### config.mk
export PLATFORM = sky130hd
export DESIGN_NAME = pes_alu
export DESIGN_NICKNAME = d
export VERILOG_FILES = /design/src/rtl/pes_pkg.sv /design/src/rtl/pes_alu.sv
export SDC_FILE = /design/constraint.sdc
export NUM_CORES = 1
export LEC_CHECK = 0
export ABC_AREA = 1
export BUFFER_PORTS_ARGS = -buffer_cell sky130_fd_sc_hd__buf_2
export CORE_MARGIN = 1
export CORE_UTILIZATION = 40
export DETAILED_ROUTE_END_ITERATION = 12
export GPL_TIMING_DRIVEN = 0
export PLACE_DENSITY = 0.66
export SLEW_MARGIN = 30
export SYNTH_ARGS = -nofsm -noshare
export SYNTH_HDL_FRONTEND = slang
export SYNTH_SLANG_ARGS = --single-unit
### constraint.sdc
create_clock -name vclk -period 2.65
set_clock_uncertainty 0.05 [all_clocks]
set_input_delay 0.1325 -clock vclk [all_inputs]
set_output_delay 0.1325 -clock vclk [all_outputs]
set_load 0.02 [all_outputs]
### src/rtl/pes_pkg.sv
// Package for the execute stage: operation kind codes, the packed issue and
// result item types, and the decode flag group passed from the ALU to the top.
// No dependencies.
package pes_pkg;

  localparam int unsigned XLEN = 64;

  typedef enum logic [3:0] {
    KIND_NOP  = 4'd0,
    KIND_ADD  = 4'd1,
    KIND_MUL  = 4'd2,
    KIND_CMP  = 4'd3,
    KIND_LDA  = 4'd4,
    KIND_LDC  = 4'd5,
    KIND_BEQ  = 4'd6,
    KIND_JMP  = 4'd7,
    KIND_JMPR = 4'd8,
    KIND_STA  = 4'd9
  } kind_e;

  typedef struct packed {
    logic [3:0]             kind;
    logic signed [XLEN-1:0] instr_pc;
    logic signed [XLEN-1:0] dest;
    logic signed [XLEN-1:0] operand_a;
    logic signed [XLEN-1:0] operand_b;
  } exec_in_t;

  typedef struct packed {
    logic [3:0]             out_kind;
    logic signed [XLEN-1:0] out_pc;
    logic signed [XLEN-1:0] out_dest;
    logic signed [XLEN-1:0] out_a;
    logic signed [XLEN-1:0] out_b;
    logic signed [XLEN-1:0] exec_value;
    logic                   taken;
    logic                   writeback;
  } exec_out_t;

  typedef struct packed {
    logic taken;
    logic writeback;
    logic use_mul;
  } exec_flags_t;

endpackage

### src/rtl/pes_alu.sv
// Combinational ALU and decoder of the execute stage: everything except the
// multiply, computed at DATA_WIDTH bits. Depends on pes_pkg.
module pes_alu #(
  parameter int unsigned DATA_WIDTH = 64
) (
  input  pes_pkg::exec_in_t    item_i,
  output logic [DATA_WIDTH-1:0] value_o,
  output pes_pkg::exec_flags_t flags_o
);
  import pes_pkg::*;

  logic signed [DATA_WIDTH-1:0] wa;
  logic signed [DATA_WIDTH-1:0] wb;
  logic [DATA_WIDTH-1:0]        sum_ab;
  logic [DATA_WIDTH-1:0]        sum_store;
  logic [DATA_WIDTH-1:0]        pc_next;
  logic                         eq_ab;
  logic                         gt_ab;

  assign wa        = item_i.operand_a[DATA_WIDTH-1:0];
  assign wb        = item_i.operand_b[DATA_WIDTH-1:0];
  assign sum_ab    = wa + wb;
  assign sum_store = item_i.dest[DATA_WIDTH-1:0] + wb;
  assign pc_next   = item_i.instr_pc[DATA_WIDTH-1:0] + DATA_WIDTH'(1);
  assign eq_ab     = (wa == wb);
  assign gt_ab     = (wa > wb);

  always_comb begin
    value_o = '0;
    flags_o = '0;
    unique case (kind_e'(item_i.kind))
      KIND_ADD: begin
        value_o           = sum_ab;
        flags_o.writeback = 1'b1;
      end
      KIND_MUL: begin
        flags_o.use_mul   = 1'b1;
        flags_o.writeback = 1'b1;
      end
      KIND_CMP: begin
        if (eq_ab) begin
          value_o = '0;
        end else if (gt_ab) begin
          value_o = DATA_WIDTH'(1);
        end else begin
          value_o = '1;
        end
        flags_o.writeback = 1'b1;
      end
      KIND_LDA: begin
        value_o = sum_ab;
      end
      KIND_LDC: begin
        value_o           = wa;
        flags_o.writeback = 1'b1;
      end
      KIND_BEQ: begin
        if (eq_ab) begin
          value_o       = item_i.dest[DATA_WIDTH-1:0];
          flags_o.taken = 1'b1;
        end else begin
          value_o = pc_next;
        end
      end
      KIND_JMP: begin
        value_o       = wa;
        flags_o.taken = 1'b1;
      end
      KIND_JMPR: begin
        value_o       = sum_ab;
        flags_o.taken = 1'b1;
      end
      KIND_STA: begin
        value_o = sum_store;
      end
      default: begin
        value_o = '0;
        flags_o = '0;
      end
    endcase
  end

endmodule

# After elaboration in Yosys (flattened, before gate mapping)
# Cells that the tools add are included.
# op_classes
add_sub_neg,3
magnitude_cmp,1
eq_ne,10
muxes,8
n_reduce_logical,4
# ops
operator,n
$pmux 64 s5,1
$mux 64,3
$add 64x64->64,2
$add 64x1->64 const B,1
$eq 64x64->1,1
$gt 64x64->1,1
$eq 4x3->1 const B,4
$eq 4x2->1 const B,2
$eq 4x4->1 const B,2
$eq 4x1->1 const B,1
$reduce_or 2->1,2
$reduce_or 4->1,1
$mux 1,3
$reduce_or 3->1,1
$pmux 1 s2,1
# totals
regBits,0
inputBits,260

# Depth between registers and ports, before layout
# logic_depth
word_depth,4
mapped_depth,18

# Least setup slack after synthesis
# No wires, ideal clock.
# synth_timing
path_kind,input port to output port
startpoint,in item_i[0] (netlist name)
endpoint,out value_o[40]
t_arrival_ps,1948
required_ps,2467
path_slack_ps,519
cell_stages,13
path_buffers,0
path_cell_list,ha_1 > fa_1 > nand3_1 > nand3_1 > nand2_1 > nand2_1 > nand3_1 > nand3_1 > nand2_1 > nand3_1 > or2_2 > nand3_1 > nand3_1
# synth_via
elab_chain_len,4
word_cells_on_any_way,8
# synth_rtl
element,line,rtl
start: declaration,pes_alu.sv:6,"input pes_pkg::exec_in_t item_i,"
$gt 64x64->1,pes_alu.sv:26,assign gt_ab = (wa > wb);
$mux 64,pes_alu.sv:43,end else if (gt_ab) begin
$mux 64,pes_alu.sv:41,if (eq_ab) begin
$pmux 64 s5 *,pes_alu.sv:31,unique case (kind_e'(item_i.kind))
end: declaration,pes_alu.sv:7,"output logic [DATA_WIDTH-1:0] value_o,"
# Every way passes the cells marked *; elsewhere a longest branch is shown, timed or not.

# Worst setup path after layout
# layout_timing
startpoint,in item_i[48] (netlist name)
endpoint,out value_o[49]
# Same word-level chain as after synthesis.

==> run metrics <==
status=finished with violations; failing checks=setup timing; Mapped Area=17900 um^2; Post-DP Area=20200 um^2; Hold WS=0.597 ns; max frequency=373 MHz; Final Setup Violations=16; initial DRC count=3115; share of the synthesized area in the top cell type=29.0%; first-pass GRT wire length=152 mm; fin crit share=101%; VDD IR max=0.115 mV; Hold-fix buffers, CTS=0; die footprint=45500 um^2; Required @ worst endpoint=2.47 ns; GP Congestion=1.12; Final Hold Violating Endpoints=0; Die W=213 um; Post-Route Utilization=55.6%; Critical Path AT=2.50 ns; core area=44100 um^2; largest net degree at the start of global routing=20; synth warn=0; Port Buffer Count=327; Vias/cell=5.52; Seq/Total Area, Yosys=0%; Mean Syn Cell Area=4.67 um^2; Worst-Margin Slew=1.06 ns; total gr overflow=0; DRT Pass-1 Iters=6; Sequential Area=0 um^2; Synthesized Nets=4276; Worst setup SP type=input port; wire per inst=23.3 um; final wirelength=113 mm; share of cells above drive strength 1=22.9%; GRT Total Usage=46.9%; # rows=77; initial antenna violation count=9; Slew HR=29.2%; Nets=4711; sequential cells=0; # IOs=327; post-layout min period=2.68 ns; hpwl dp=94.8 mm; Yosys top cell by area=nand2_1; CP endpoint kind=output port; Cells after Synth=3823; fin area=24500 um^2; Area contributors post-synth=nand2_1, inv_1, ha_1; Setup Crit Path Kind=in2out; RSZ-0062 raised after global routing=true; DRT antenna net count=0; # Max-Cap Violations=0; via count=26800; synth-to-layout area growth=37.5%; Clock Buffer Count=0; Slew Limit Fails=0; worst hold path type=in2out; fin worst setup slack=-0.0309 ns; count of cell types in the netlist=46; Crit Path Max Fanout=10; number of global-route vias before repair=24000; Initial Util=40.5%; pwr dens=206 nW/um^2; Die Ht=213 um; Leakage=13.8 nW; Post-route DRC=0
==> critical path, stage by stage <==
cell and delay (ns):
clkbuf_4 0.17, inv_2 0.06, ha_4 0.30, inv_2 0.07
nor3_4 0.25, nand3_4 0.16, nor2_4 0.22, nand3_4 0.12
buf_12 0.18, buf_6 0.16, nand3_1 0.21, a21oi_1 0.11
nand4_1 0.14, buf_2 0.19
==> path summary, 6_finish.rpt <==
kind / start / endpoint / slack, ns / depth (start not counted)
max: item_i[48] / value_o[49] / -0.03 / 14
min: item_i[259] / flags_o[1] / 0.60 / 3
==> layer usage <==
| layer | vias to the layer above | part of all wire [%] | wire length, um | track usage (%) |
|---|---|---|---|---|
| li1 | 12600 | - | - | - |
| met1 | 12000 | 38 | 42800 | 58.7 |
| met2 | 1716 | 42 | 48100 | 73.0 |
| met4 | 6 | 8.0 | 9040 | 28.2 |
| met3 | 383 | 12 | 13200 | 10.5 |
| met5 | - | 0.027 | 31 | 0 |
==> layout by cell type, fill, tap and decap left out, types with 49 or more instances in the layout <==
master and n:
nand2_1 1281, buf_2 225, inv_1 779, ha_1 116, nand3_2 49, buf_4 111, nand4_1 71, nor2_2 89
buf_6 53, o21ai_0 99, nand2_2 85, a21oi_1 202, nor2_1 368, nand3_1 177, ha_4 67
==> repair_timing <==
| action | 4_1_cts | 5_1_grt |
|---|---|---|
| endpoints found under the setup margin | 65 | 63 |
| resized for setup | 352 | 550 |
| pin swaps | 45 | 148 |
| gates cloned | 5 | 9 |
| hold endpoints to repair | 0 | 0 |
| setup buffers | 36 | 58 |
==> per-stage QoR <==
stage / worst slack (ns) / cells / setup TNS, ns / power (mW)
final: -0.0309 / 4854 / -0.189 / 5.05
after global routing: -0.103 / 4854 / -2.49 / 5.35
after CTS: -0.0292 / 4782 / -0.0393 / 4.33
after detailed placement: -0.710 / 4742 / -35.22 / 3.97
after floorplan: 0.519 / 3823 / 0 / 2.43
after global placement: -0.770 / 4742 / -36.66 / 3.98
==> logic make-up after synthesis <==
group                      Yosys count  synth area share, %
buffers and inverters              879                 19.1
AOI/OAI and AO/OA                  424                 12.5
adders and majority gates          193                 13.6
and+or+nand+nor                   2281                 52.5
xor gates and xnor gates            46                 2.26
==> synth_stat cells, types with 2 or more instances <==
| library cell | instances |
|---|---|
| o211ai_2 | 2 |
| nor3_1 | 47 |
| o21bai_1 | 14 |
| a21o_1 | 2 |
| nand2_1 | 1381 |
| xor2_1 | 34 |
| a31oi_1 | 2 |
| o21a_1 | 5 |
| a32oi_1 | 2 |
| o21ai_0 | 140 |
| clkbuf_1 | 18 |
| ha_1 | 191 |
| o211ai_1 | 5 |
| nor3_4 | 4 |
| buf_4 | 2 |
| buf_2 | 7 |
| o21ai_1 | 27 |
| xnor2_1 | 12 |
| and3_1 | 4 |
| buf_6 | 11 |
| nor3_2 | 4 |
| a22oi_1 | 2 |
| nand3b_1 | 11 |
| inv_1 | 834 |
| nor2_4 | 4 |
| nand3_4 | 2 |
| inv_2 | 5 |
| fa_1 | 2 |
| nor2_1 | 489 |
| nor2_2 | 4 |
| nand4_1 | 71 |
| or2_2 | 11 |
| and2_1 | 8 |
| a21oi_1 | 219 |
| nand3_1 | 230 |
| nand2_2 | 5 |
| nand3_2 | 3 |
==> layout make-up <==
class / count / area, um^2
multi-input cells: 2945 / 16800
well taps: 592 / 741
inverters: 839 / 3180
fillers: 4869 / 19600
repair buffers: 433 / 3400
diodes: 6 / 15.0
plain buffers: 39 / 393
==> power breakdown <==
group,leakage [nW],internal [mW],switching [mW]
combinational,13.8,1.72,3.32
sequential,0,0,0
clock,0.0000380,0.000000303,0
total,13.8,1.72,3.32
(Power assumes the default switching activity.)
